$ cat config.mk
export PLATFORM = sky130hd
export DESIGN_NAME = fees_crc
export DESIGN_NICKNAME = d
export VERILOG_FILES = /design/src/hdl/flash_eeprom_emulation_store_macros.svh /design/src/hdl/fees_pkg.sv /design/src/hdl/fees_crc.sv
export SDC_FILE = /design/constraint.sdc
export NUM_CORES = 1
export LEC_CHECK = 0
export ABC_AREA = 1
export BUFFER_PORTS_ARGS = -buffer_cell sky130_fd_sc_hd__buf_4
export CAP_MARGIN = 25
export CORE_MARGIN = 2
export CORE_UTILIZATION = 55
export DETAILED_ROUTE_END_ITERATION = 8
export GPL_TIMING_DRIVEN = 0
export PLACE_DENSITY = 0.83
export REMOVE_ABC_BUFFERS = 1
export SLEW_MARGIN = 30
export SYNTH_ARGS = -nofsm -noshare
export SYNTH_HDL_FRONTEND = slang
export SYNTH_SLANG_ARGS = --single-unit
$ cat constraint.sdc
create_clock -name i_clk -period 8.9 [get_ports i_clk]
set_input_delay 1.78 -clock i_clk [delete_from_list [all_inputs] [get_ports i_clk]]
set_output_delay 1.78 -clock i_clk [all_outputs]
set_load 0.02 [all_outputs]
$ cat src/hdl/flash_eeprom_emulation_store_macros.svh
// Assertion helpers for the store. Both sample on i_clk and are off during reset.
`ifndef FLASH_EEPROM_EMULATION_STORE_MACROS_SVH
`define FLASH_EEPROM_EMULATION_STORE_MACROS_SVH

// The consequent must hold in the same cycle as the antecedent.
`define FEES_ASSERT_SAME(lbl, ante, cons, msg) \
    lbl: assert property (@(posedge i_clk) disable iff (!i_rst_n) (ante) |-> (cons)) \
        else $error(msg);

// The consequent must hold in the cycle after the antecedent.
`define FEES_ASSERT_NEXT(lbl, ante, cons, msg) \
    lbl: assert property (@(posedge i_clk) disable iff (!i_rst_n) (ante) |=> (cons)) \
        else $error(msg);

`endif

$ cat src/hdl/fees_pkg.sv
package fees_pkg;

    localparam int PAGE_BYTES_DEF = 1024;

    localparam logic [7:0] CRC_POLY_RST = 8'hE0;
    localparam logic [7:0] ID_FREE_MARK = 8'hFF;

    localparam logic [2:0] ST_OK        = 3'd0;
    localparam logic [2:0] ST_NOT_FOUND = 3'd1;
    localparam logic [2:0] ST_CRC_BAD   = 3'd2;
    localparam logic [2:0] ST_RESERVED  = 3'd3;
    localparam logic [2:0] ST_FULL      = 3'd4;

    typedef struct packed {
        logic        start;
        logic [7:0]  key_id;
        logic [15:0] value;
    } t_crc_req;

    // One byte through the reflected CRC-8, eight shifts.
    function automatic logic [7:0] crc_byte(input logic [7:0] b, input logic [7:0] poly);
        logic [7:0] r;
        r = b;
        for (int k = 0; k < 8; k++) begin
            if (r[0]) begin
                r = (r >> 1) ^ poly;
            end else begin
                r = r >> 1;
            end
        end
        return r;
    endfunction

endpackage

$ cat src/hdl/fees_crc.sv
module fees_crc (
    input  logic               i_clk,
    input  logic               i_rst_n,
    input  fees_pkg::t_crc_req i_req,
    input  logic [7:0]         i_poly,
    output logic [7:0]         o_crc,
    output logic               o_done
);

    logic [1:0]  r_step;
    logic [7:0]  r_rem;
    logic [15:0] r_value;
    logic        r_done;

    // Three bytes, one per cycle: id with the inverted start, then value low and high.
    always_ff @(posedge i_clk) begin
        if (!i_rst_n) begin
            r_step <= 2'd0;
            r_done <= 1'b0;
        end else begin
            r_done <= 1'b0;
            case (r_step)
                2'd0: begin
                    if (i_req.start) begin
                        r_rem   <= fees_pkg::crc_byte(i_req.key_id ^ 8'hFF, i_poly) ^ 8'hFF;
                        r_value <= i_req.value;
                        r_step  <= 2'd1;
                    end
                end
                2'd1: begin
                    r_rem  <= fees_pkg::crc_byte(r_rem ^ r_value[7:0], i_poly);
                    r_step <= 2'd2;
                end
                2'd2: begin
                    r_rem  <= fees_pkg::crc_byte(r_rem ^ r_value[15:8], i_poly);
                    r_step <= 2'd0;
                    r_done <= 1'b1;
                end
                default: begin
                    r_step <= 2'd0;
                end
            endcase
        end
    end

    assign o_crc  = r_rem;
    assign o_done = r_done;

endmodule

== Word-level counts from Yosys, hierarchy flattened ==
Cells that the tools add are included.

* Reductions and logical operators: 4
* Equal/unequal tests: 3
* Bitwise operators: 28
* Mux-type cells: 81

{| class="wikitable"
|+ Operators with widths
! cell !! count
|-
| $mux 8 || 77
|-
| $xor 7x8->8 || 24
|-
| $pmux 8 s3 || 1
|-
| $not 8->8 || 2
|-
| $xor 8x8->8 || 2
|-
| $reduce_and 3->1 || 2
|-
| $pmux 2 s2 || 1
|-
| $reduce_bool 3->1 || 1
|-
| $eq 2x1->1 const B || 1
|-
| $eq 2x2->1 const B || 1
|-
| $logic_not 2->1 || 1
|-
| $mux 2 || 1
|-
| $ne 2x2->1 const B || 1
|-
| $mux 1 || 1
|}

* Register bits after elaboration: 27
* Input port bits: 35
* Logic and storage cells: 120
* Output and inout bits: 9

== Longest topological paths before layout ==
Gate-level depths: netlist of run 1.

* Depth in word-level cells: 44
* Gate-level depth with buffers: 33
* Mapped depth without buffers: 30

== Least setup slack after synthesis of run 1 ==
No wires, ideal clock.

* Kind: input-to-reg
* From: input i_poly[1]
* To: register r_rem[3], in the netlist o_crc[3], data pin
* Slack: 4.653 ns
* Arrival: 3.995 ns
* Buffers on the path: 2
* Stages on the path: 24
* Setup time: 0.252 ns
* Required time: 8.648 ns
* Path through: buf_2 nand2_1 xor2_1 inv_1 nand3_1 nand2_2 inv_2 nand2_2 xor2_4 nand2_1 nand2_1 nand2_2 a21o_1 nand2_2 inv_2 nand3_1 nand2_2 buf_6 nand2_1 nand2_1 nand2_1 nand4_1 nand3_1 nand2_1

* Longest elaborated chain between the ends: 41
* Elaborated cells between the ends (all ways): 103
* Those cells by class: mux: 78; bitwise: 25

{| class="wikitable"
|+ Ends and longest elaborated chain
! element !! line !! text
|-
| start, declared || fees_crc.sv:5 || <nowiki>input logic [7:0] i_poly,</nowiki>
|-
| $xor 7x8->8 || fees_pkg.sv:26 || <nowiki>r = (r >> 1) ^ poly;</nowiki>
|-
| $mux 8 || fees_pkg.sv:25 || <nowiki>if (r[0]) begin</nowiki>
|-
| $mux 8 || fees_crc.sv:24 || <nowiki>if (i_req.start) begin</nowiki>
|-
| $mux 8 || fees_crc.sv:22 || <nowiki>case (r_step)</nowiki>
|-
| $mux 8 || fees_crc.sv:17 || <nowiki>if (!i_rst_n) begin</nowiki>
|-
| $xor 7x8->8 || fees_pkg.sv:26 ||
|-
| $mux 8 || fees_pkg.sv:25 ||
|-
| $mux 8 || fees_crc.sv:24 ||
|-
| [... 25 more ...] || - ||
|-
| $xor 7x8->8 or $mux 8 (tied branches) || fees_pkg.sv:26, fees_crc.sv:17 ||
|-
| $mux 8 || fees_pkg.sv:25 ||
|-
| $mux 8 || fees_crc.sv:24 ||
|-
| $mux 8 || fees_crc.sv:22 ||
|-
| $mux 8 || fees_crc.sv:17 ||
|-
| $not 8->8 (no line) || - ||
|-
| $mux 8 || fees_crc.sv:24 ||
|-
| $pmux 8 s3 (*) || fees_crc.sv:22 ||
|-
| end signal, assigned || fees_crc.sv:25 || <nowiki>r_rem <= fees_pkg::crc_byte(i_req.key_id ^ 8'hFF, i_poly) ^ 8'hFF;</nowiki>
|-
| end signal, assigned || fees_crc.sv:31 || <nowiki>r_rem <= fees_pkg::crc_byte(r_rem ^ r_value[7:0], i_poly);</nowiki>
|-
| end signal, assigned || fees_crc.sv:35 || <nowiki>r_rem <= fees_pkg::crc_byte(r_rem ^ r_value[15:8], i_poly);</nowiki>
|-
| end, declared || fees_crc.sv:11 || <nowiki>logic [7:0] r_rem;</nowiki>
|}

Every way passes the cells marked *; elsewhere a longest branch is shown, timed or not. The select of a mux whose other input is x is not followed.
A chain may end at the register's enable or synchronous reset.

== Final worst setup path of run 1 ==
* From: input i_poly[0]
* To: register r_rem[1], in the netlist o_crc[1], data pin

* Longest elaborated chain between the ends: 42
* Elaborated cells between the ends (all ways): 103
* Those cells by class: mux: 78; bitwise: 25

{| class="wikitable"
|+ Ends and longest elaborated chain
! element !! line
|-
| $xor 7x8->8 || fees_pkg.sv:26
|-
| $mux 8 || fees_pkg.sv:25
|-
| $mux 8 || fees_crc.sv:24
|-
| $mux 8 || fees_crc.sv:22
|-
| $mux 8 || fees_crc.sv:17
|-
| $mux 8 || fees_pkg.sv:25
|-
| $mux 8 || fees_crc.sv:24
|-
| $mux 8 || fees_crc.sv:22
|-
| [... 26 more ...] || -
|-
| $xor 7x8->8 || fees_pkg.sv:26
|-
| $mux 8 || fees_pkg.sv:25
|-
| $mux 8 || fees_crc.sv:24
|-
| $mux 8 || fees_crc.sv:22
|-
| $mux 8 || fees_crc.sv:17
|-
| $not 8->8 (no line) || -
|-
| $mux 8 || fees_crc.sv:24
|-
| $pmux 8 s3 (*) || fees_crc.sv:22
|}

Marks and branches as above.

==> flow_summary.yaml, run 1 <==
synth:
  synth.distinct_cells: 35
  avgSynthCellArea_sq_um: 5.76
  synth-xor-area-share: 0.171
  yosysWarnings: 0
  synth_mux_area_frac: 0
  synth_area_sq_um: 4960
  synth_top_family_by_area: "simple AND/OR/NAND/NOR gates"
  yosys.area_share.simple: 0.508
  yosysSeqAreaShare: 0.157
  synth_seq_cells: 27
  synth_compound_area_frac: 0.0245
  synth_fa_ha_area_frac: 0.0101
  postSynthCellCount: 861
layout:
  final_core_util: 0.601
  layout_commonest_cell: "nand2_1"
  drive_gt1_frac: 0.129
  fillCellCount: 835
  diodes: 0
  final_cell_mix: "nand2_1, nand3_1, inv_1, nor2_1, xnor2_1"
  synthToLayoutAreaGrowth_pct: 5.63
  finalNetCount: 910
  design_area_sq_um: 5240
critical_path:
  rrSetupSlack_ns: 4.76
  r2r-start: "o_crc[0]$_DFFE_PP_"
  critPathKind: "in2reg"
  cp.arrival_ns: 5.41
  worstReg2RegEnd: "o_crc[2]$_DFFE_PP_"
  path_cells: "buf_4 > nand3_1 > nand2_1 > nand3_2 > xor2_4 > nand3_1 > nand2_1 > nand3_1 > nand2_1 > nand2_1 > nand2_2 > nand3_2 > inv_2 > nand2_2 > nand2_4 > nand2_1 > nand2_2 > nand2_4 > inv_2 > nand3_1 > nand3_1 > nand2_1 > nand2_1 > nand2_1"
  required_ns: 8.94
  cp-end-kind: "flip-flop"
  max_stage_delay_ns: 0.46
  cpMostUsedCell: "nand2_1"
  worstPathMaxFanout: 42
  worstSetupStartpointType: "input port"
  worstRegToRegCells: 28
  slowest_stage: "buf_4"
floorplan:
  coreArea_sq_um: 8720
  die_x_um: 99.0
  dieArea_sq_um: 9790
  placementRows: 34
  io_pins: 44
  die_h_um: 99.0
  start_util: 0.569
sta:
  hold_viol: 0
  slew_violations: 0
  fin_crit_ns: 5.37
  period_share: 0.603
  slew_headroom: 0.447
  fin_setup_tns_ns: 0
  clock.fmax_ghz: 0.186
  worstMarginPinSlew_ns: 0.829
  finalSetupViolCount: 0
  finClkSkew_ns: 0.00248
  rsz0062_at_grt: "false"
clocking:
  cts_resized: 0
  clk_latency_ns: 0.27
  ctsHoldBuffers: 0
  cts_root_buf: "clkbuf_8"
  path_clk_slew_ns: 0.09
  clock_sinks: 27
  htreeDepth: 1
  cts_tree: "built"
  cts_setup_buffers: 0
  numCtsBuffers: 3
  cts_buffer_depth: 2
hold_path:
  min_from: "r_step[1]$_SDFFE_PN0N_"
  holdPathEnd: "r_step[1]$_SDFFE_PN0N_"
  hp-class: "reg2reg"
  min_delay_path_depth: 2
power_and_ir_drop:
  p_leak_uw: 0.00287
  power.density_nw_per_um2: 408
  irDropWorstVdd_mv: 0.194
grt:
  grt_max_degree: 43
  grt_overflow: 0
  grt_pass1_vias: 4502
  antenna_found_initial: 0
  grt_pass1_wl_um: 20600
  track_usage: 0.252
route:
  wl_per_cell_um: 12.5
  routed_wl_um: 12200
  viasPerCell: 5.23
  drc: 0
  vias: 5117
  dr.pass1.iters: 5
  ant_nets: 0
  drt_iter0_markers: 326
placement:
  detailed_place_hpwl_um: 8910
  place_area_sq_um: 5190
  port-buffer-count: 43
  gp_congestion: 0.999
job:
  drv_cap: 0
outcome:
  status: "finished clean"
==> logic make-up after synthesis <==
group | Yosys count
AND/OR/NAND/NOR | 572
flip-flops | 27
buffers and inverters | 145
XOR/XNOR | 91
adder cells (fa/ha/maj) | 4
AO/OA/AOI/OAI | 22
==> synthesized netlist by cell type (all sizes together) <==
cell / count / share of area
nand2: 377 / 0.30
nand3: 138 / 0.15
inv: 104 / 0.079
nor2: 50 / 0.040
xor2: 46 / 0.090
xnor2: 45 / 0.081
buf: 30 / 0.042
edfxtp: 24 / 0.15
o21ai: 17 / 0.017
clkbuf: 8 / 0.0061
ha: 4 / 0.010
nand4: 4 / 0.0050
clkinv: 3 / 0.0023
dfxtp: 3 / 0.012
a21oi: 2 / 0.0020
o21bai: 2 / 0.0038
a21o: 1 / 0.0015
nand2b: 1 / 0.0013
nor3b: 1 / 0.0015
or2: 1 / 0.0013
==> layer usage <==
layer	vias to the layer above	part of all wire	track usage
li1	2665	-	-
met1	2272	0.44	0.331
met2	160	0.48	0.444
met3	20	0.051	0.0234
met4	0	0.023	0.0653
met5	-	0	0
==> how the worst max path moves through the flow <==
stage / from / slack (ns) / to / cells after the start
2_1_floorplan: i_poly[0] / 4.48 / o_crc[1]$_DFFE_PP_ / 23
5_1_grt: i_poly[0] / 3.22 / o_crc[1]$_DFFE_PP_ / 24
3_3_place_gp: i_poly[0] / 3.37 / o_crc[1]$_DFFE_PP_ / 24
4_1_cts: i_poly[0] / 3.60 / o_crc[1]$_DFFE_PP_ / 24
6_report: i_poly[0] / 3.53 / o_crc[1]$_DFFE_PP_ / 24
3_5_place_dp: i_poly[0] / 3.30 / o_crc[1]$_DFFE_PP_ / 24
==> layout make-up <==
class | instances | area (sq um) | share of cell area
Sequential cell | 27 | 781 | 0.149
Timing Repair Buffer | 43 | 323 | 0.0616
Clock buffer | 3 | 41.3 | 0.00788
Tap cell | 108 | 135 | 0.0258
Clock inverter | 1 | 8.76 | 0.00167
Inverter | 107 | 402 | 0.0767
Multi-Input combinational cell | 689 | 3550 | 0.677
==> stage by stage <==
stage          instances  worst slack [ns]  power (uW)  hold WS, ns
2_1_floorplan        823              4.48        1710        0.490
3_3_place_gp         974              3.37        2000        0.522
3_5_place_dp         974              3.30        2040        0.529
4_1_cts              978              3.60        2120        0.542
5_1_grt              978              3.22        2420        0.572
6_report             978              3.53        2140        0.542
==> where the power goes <==
part | leakage (uW) | total [uW] | switching (uW) | internal [uW]
logic | 0.00260 | 1870 | 1230 | 641
clock network | 0.0000261 | 73.0 | 40.1 | 32.9
registers | 0.000250 | 195 | 25.5 | 170
total | 0.00287 | 2140 | 1290 | 844
==> registers in the layout, indices dropped and copies added (netlist names) <==
| name | count |
|---|---|
| o_crc | 8 |
| o_done | 1 |
| r_step | 2 |
| r_value | 16 |
==> critical path, delay by kind of cell <==
| kind | cells | cell delay, ns |
|---|---|---|
| AND/OR/NAND/NOR | 20 | 2.71 |
| XOR/XNOR | 1 | 0.25 |
| buffers and inverters | 3 | 0.62 |
(Power assumes the default switching activity.)
==> inputs of run 2 (changes only) <==
- PLACE_DENSITY: 0.83 -> 0.85
- clock period: 8.9 -> 4.59 ns (I/O delays scaled with it)
==> run 2 against run 1 <==
Net effect: die area is the same; largest power group unchanged; final cell count is the same; clock skew increased by 0.00088 ns; non-clock buffer count unchanged; critical path depth unchanged; via count fell by 0.55%; global-route usage down 0.074 points; cell area rose by 0.17%; routed wire length grew 0.14%; sequential power up 95%; power is 94% higher; combinational power up 94%.
==> flow_summary.yaml, run 2 (synthesized netlist as in run 1, its figures left out) <==
grt:
  antenna_found_initial: 0
  grt_pass1_vias: 4497
  grt_pass1_wl_um: 20600
  grt_overflow: 0
  grt_max_degree: 43
  track_usage: 0.252
critical_path:
  r2r-start: "o_crc[0]$_DFFE_PP_"
  cp_num_buf_inv: 3
  worstSetupStartpointType: "input port"
  critPathKind: "in2reg"
  cp.arrival_ns: 4.24
  cp_num_cells: 24
  cp-endpoint: "o_crc[1]$_DFFE_PP_"
  required_ns: 4.63
  worstReg2RegEnd: "o_crc[1]$_DFFE_PP_"
  max_stage_delay_ns: 0.32
  cp-end-kind: "flip-flop"
  cpMostUsedCell: "nand2_1"
  critical_path.startpoint: "i_poly[0]"
  rrSetupSlack_ns: 0.58
  worstPathMaxFanout: 42
  path_cells: "buf_6 > nand3_1 > nand2_1 > nand3_2 > xor2_4 > nand3_1 > nand2_1 > nand3_1 > nand2_2 > nand2_1 > nand2_2 > nand3_2 > inv_2 > nand2_2 > nand2_4 > nand2_1 > nand2_2 > nand2_4 > inv_2 > nand3_1 > nand3_1 > nand2_1 > nand2_1 > nand2_1"
  crit_family: "simple AND/OR/NAND/NOR gates"
  slowest_stage: "buf_6"
  worstRegToRegCells: 26
layout:
  multiInputGateArea_sq_um: 3550
  fin_cells: 978
  top_register: "r_value"
  design_area_sq_um: 5250
  diodes: 0
  final_cell_mix: "nand2_1, nand3_1, inv_1, nor2_1, xnor2_1"
  synthToLayoutAreaGrowth_pct: 5.80
  ff_latch_area_sq_um: 781
  final_core_util: 0.602
  finalNetCount: 910
  fillCellCount: 833
  largest_reg_flops: 16
  drive_gt1_frac: 0.131
  layout_commonest_cell: "nand2_1"
route:
  drc: 0
  wl_per_cell_um: 12.5
  vias: 5089
  ant_nets: 0
  viasPerCell: 5.20
  drt_iter0_markers: 344
  routed_wl_um: 12200
  dr.pass1.iters: 5
sta:
  period_share: 0.914
  hold_viol: 0
  worstMarginPinSlew_ns: 0.843
  clock.fmax_ghz: 0.238
  rsz0062_at_grt: "false"
  slew_headroom: 0.438
  finClkSkew_ns: 0.00336
  fin_setup_tns_ns: 0
  fin_crit_ns: 4.20
  finalSetupViolCount: 0
  slew_violations: 0
floorplan:
  dieArea_sq_um: 9790
  placementRows: 34
  io_pins: 44
  die_x_um: 99.0
  die_h_um: 99.0
  start_util: 0.569
  coreArea_sq_um: 8720
clocking:
  cts_buffer_depth: 2
  cts_root_buf: "clkbuf_8"
  numCtsBuffers: 3
  htreeDepth: 1
  clk_latency_ns: 0.28
  cts_tree: "built"
  clock_sinks: 27
  path_clk_slew_ns: 0.09
  ctsHoldBuffers: 0
placement:
  detailed_place_hpwl_um: 8930
  port-buffer-count: 43
  place_area_sq_um: 5180
  dp_cells: 974
  gp_congestion: 0.942
power_and_ir_drop:
  p_leak_uw: 0.00287
  power.density_nw_per_um2: 790
  irDropWorstVdd_mv: 0.430
  p_total_uw: 4150
job:
  drv_cap: 0
outcome:
  status: "finished clean"
hold_path:
  hp-class: "reg2reg"
run 2: cell count changes in the layout (fill, tap and decap cells not counted):
| cell | previous run | this run |
|---|---|---|
| inv_6 | 1 | 0 |
| nand2_1 | 350 | 348 |
| buf_4 | 43 | 41 |
| nand2_2 | 22 | 24 |
| buf_6 | 0 | 2 |
| clkinv_2 | 0 | 1 |
run 2: stage by stage:
stage          hold slack, ns  setup slack, ns
4_1_cts                 0.542            0.142
3_3_place_gp            0.520          -0.0781
6_report                0.538            0.393
3_5_place_dp            0.530           -0.156
2_1_floorplan           0.490             1.03
5_1_grt                 0.582           0.0276
run 2: metal layers:
metal,vias to the layer above,track usage,share of wire
met4,0,0.0748,0.029
met5,-,0,0
met1,2212,0.333,0.43
li1,2664,-,-
met3,30,0.0234,0.062
met2,183,0.434,0.48
run 2: worst min path at each step:
stage | depth (start not counted) | to | from
final | 2 | r_step[0]$_SDFFE_PN0N_ | r_step[0]$_SDFFE_PN0N_
after global placement | 2 | r_step[1]$_SDFFE_PN0N_ | r_step[1]$_SDFFE_PN0N_
after CTS | 2 | r_step[1]$_SDFFE_PN0N_ | r_step[1]$_SDFFE_PN0N_
after global routing | 2 | r_step[0]$_SDFFE_PN0N_ | r_step[0]$_SDFFE_PN0N_
after floorplan | 2 | r_step[1]$_SDFFE_PN0N_ | r_step[1]$_SDFFE_PN0N_
after detailed placement | 2 | r_step[1]$_SDFFE_PN0N_ | r_step[1]$_SDFFE_PN0N_
run 2: power breakdown:
group | internal, uW | switching, uW | total, uW | leakage (uW)
clock network | 61.0 | 76.0 | 137 | 0.0000255
registers | 329 | 50.8 | 380 | 0.000250
logic | 1250 | 2380 | 3630 | 0.00260
run 2: area by class of cell:
class | instances | area share
clock buffers | 3 | 0.00787
multi-input cells | 689 | 0.677
clock inverters | 1 | 0.000954
repair buffers | 43 | 0.0630
inverters | 107 | 0.0766
flip-flops and latches | 27 | 0.149
well taps | 108 | 0.0258
run 2: what timing repair did:
item / CTS / global route
endpoints found under the setup margin: 0 / 8
gates resized for setup: 0 / 4
setup buffers: 0 / 0
run 2: worst register-to-register path: cells and delay by family (launching register included):
family / cells / cell delay (ns)
DFF: 1 / 0.51
and+or+nand+nor: 24 / 3.09
buffers and inverters: 2 / 0.19
==> inputs of run 3 (changes only) <==
- RECOVER_POWER: unset -> 50
==> run 3 against run 2 <==
Net effect: routed wire length is 0.12% lower; final cell count unchanged; worst setup slack improved by 0.0085 ns; sequential share of layout area barely moved; critical endpoint unchanged; register-to-register slack about the same; first-iteration DRC count down 13%; largest cell class unchanged; maximum frequency is 0.20% higher; highest routed layer unchanged.
==> flow_summary.yaml, run 3 (synthesized netlist as in run 1, its figures left out) <==
outcome:
  status: "finished clean"
sta:
  slew_headroom: 0.101
  rsz0062_at_grt: "false"
  worstMarginPinSlew_ns: 1.34
  fin_crit_ns: 4.19
  hold_viol: 0
  period_share: 0.913
  finalSetupViolCount: 0
  slew_violations: 0
  clock.fmax_ghz: 0.239
  finClkSkew_ns: 0.00301
  fin_ws_ns: 0.401
placement:
  port-buffer-count: 43
  place_area_sq_um: 5180
  detailed_place_hpwl_um: 8930
  pre_cts_ws_ns: -0.156
  gp_congestion: 0.942
critical_path:
  r2r-start: "o_crc[0]$_DFFE_PP_"
  worstPathMaxFanout: 42
  worstSetupStartpointType: "input port"
  worstReg2RegEnd: "o_crc[2]$_DFFE_PP_"
  crit_family: "simple AND/OR/NAND/NOR gates"
  required_ns: 4.63
  worstRegToRegCells: 28
  critical_path.startpoint: "i_poly[0]"
  slowest_stage: "buf_6"
  cp.arrival_ns: 4.23
  cp_num_cells: 24
  cp-end-kind: "flip-flop"
  rrSetupSlack_ns: 0.57
  cpMostUsedCell: "nand2_1"
  critPathKind: "in2reg"
  cp_num_buf_inv: 3
  cp-endpoint: "o_crc[1]$_DFFE_PP_"
  max_stage_delay_ns: 0.32
  path_cells: "buf_6 > nand3_1 > nand2_1 > nand3_2 > xor2_4 > nand3_1 > nand2_1 > nand3_1 > nand2_2 > nand2_1 > nand2_2 > nand3_2 > inv_2 > nand2_2 > nand2_4 > nand2_1 > nand2_2 > nand2_4 > inv_2 > nand3_1 > nand3_1 > nand2_1 > nand2_1 > nand2_1"
clocking:
  ctsHoldBuffers: 0
  cts_buffer_depth: 2
  cts_root_buf: "clkbuf_8"
  htreeDepth: 1
  cts_tree: "built"
  numCtsBuffers: 3
  cts_setup_buffers: 0
  cts_resized: 0
  clk_latency_ns: 0.28
  path_clk_slew_ns: 0.09
  clock_sinks: 27
layout:
  finalNetCount: 910
  largest_reg_flops: 16
  drive_gt1_frac: 0.126
  diodes: 0
  design_area_sq_um: 5230
  synthToLayoutAreaGrowth_pct: 5.50
  multiInputGateArea_sq_um: 3540
  layout_commonest_cell: "nand2_1"
  final_cell_mix: "nand2_1, nand3_1, inv_1, nor2_1, xnor2_1"
  top_register: "r_value"
  fillCellCount: 837
  ff_latch_area_sq_um: 781
hold_path:
  hp-class: "reg2reg"
power_and_ir_drop:
  irDropWorstVdd_mv: 0.433
  p_leak_uw: 0.00286
  power.density_nw_per_um2: 792
route:
  dr.pass1.iters: 5
  drc: 0
  wl_per_cell_um: 12.5
  viasPerCell: 5.20
  drt_iter0_markers: 298
  routed_wl_um: 12200
  vias: 5084
  ant_nets: 0
grt:
  grt_overflow: 0
  track_usage: 0.252
  grt_max_degree: 43
  grt_pass1_vias: 4497
  antenna_found_initial: 0
  grt_pass1_wl_um: 20600
floorplan:
  start_util: 0.569
  dieArea_sq_um: 9790
  io_pins: 44
  coreArea_sq_um: 8720
  die_h_um: 99.0
  die_x_um: 99.0
  placementRows: 34
job:
  drv_cap: 0
==> run 3: stage by stage <==
stage / utilization / hold slack [ns] / std cells / total power [uW] / TNS [ns]
finish: 0.600 / 0.537 / 978 / 4140 / 0
global route: 0.600 / 0.580 / 978 / 4700 / 0
CTS: 0.600 / 0.542 / 978 / 4110 / 0
detailed placement: 0.594 / 0.530 / 974 / 3960 / -0.783
global placement: 0.594 / 0.520 / 974 / 3870 / -0.207
floorplan: - / 0.490 / 823 / 3310 / 0
==> run 3: tightest hold or removal path: stages, from the launching register on <==
cell and delay [ns]:
dfxtp_1 0.34, inv_1 0.09, a21oi_1 0.07
==> run 3: power breakdown <==
group	internal (uW)	switching, uW
clock network	60.9	75.1
registers	329	51.2
logic	1250	2380
==> run 3: worst min path at each step <==
stage                           startpoint                      to  slack (ns)  cells past startpoint
floorplan           r_step[1]$_SDFFE_PN0N_  r_step[1]$_SDFFE_PN0N_        0.49                      2
global placement    r_step[1]$_SDFFE_PN0N_  r_step[1]$_SDFFE_PN0N_        0.52                      2
global route        r_step[0]$_SDFFE_PN0N_  r_step[0]$_SDFFE_PN0N_        0.58                      2
finish              r_step[0]$_SDFFE_PN0N_  r_step[0]$_SDFFE_PN0N_        0.54                      2
detailed placement  r_step[1]$_SDFFE_PN0N_  r_step[1]$_SDFFE_PN0N_        0.53                      2
CTS                 r_step[1]$_SDFFE_PN0N_  r_step[1]$_SDFFE_PN0N_        0.54                      2
==> run 3: final cells by class <==
type,count,area share
multi-input cells,689,0.678
clock inverters,1,0.000957
well taps,108,0.0258
repair buffers,43,0.0617
inverters,107,0.0768
clock buffers,3,0.00789
flip-flops and latches,27,0.149
==> run 3: per-layer routing <==
metal  wire length (um)  vias to the layer above  GRT usage
met5                  0                        -          0
met4                296                        0     0.0748
met3                630                       24     0.0234
met2               5830                      150      0.434
met1               5440                     2243      0.333
li1                   -                     2667          -
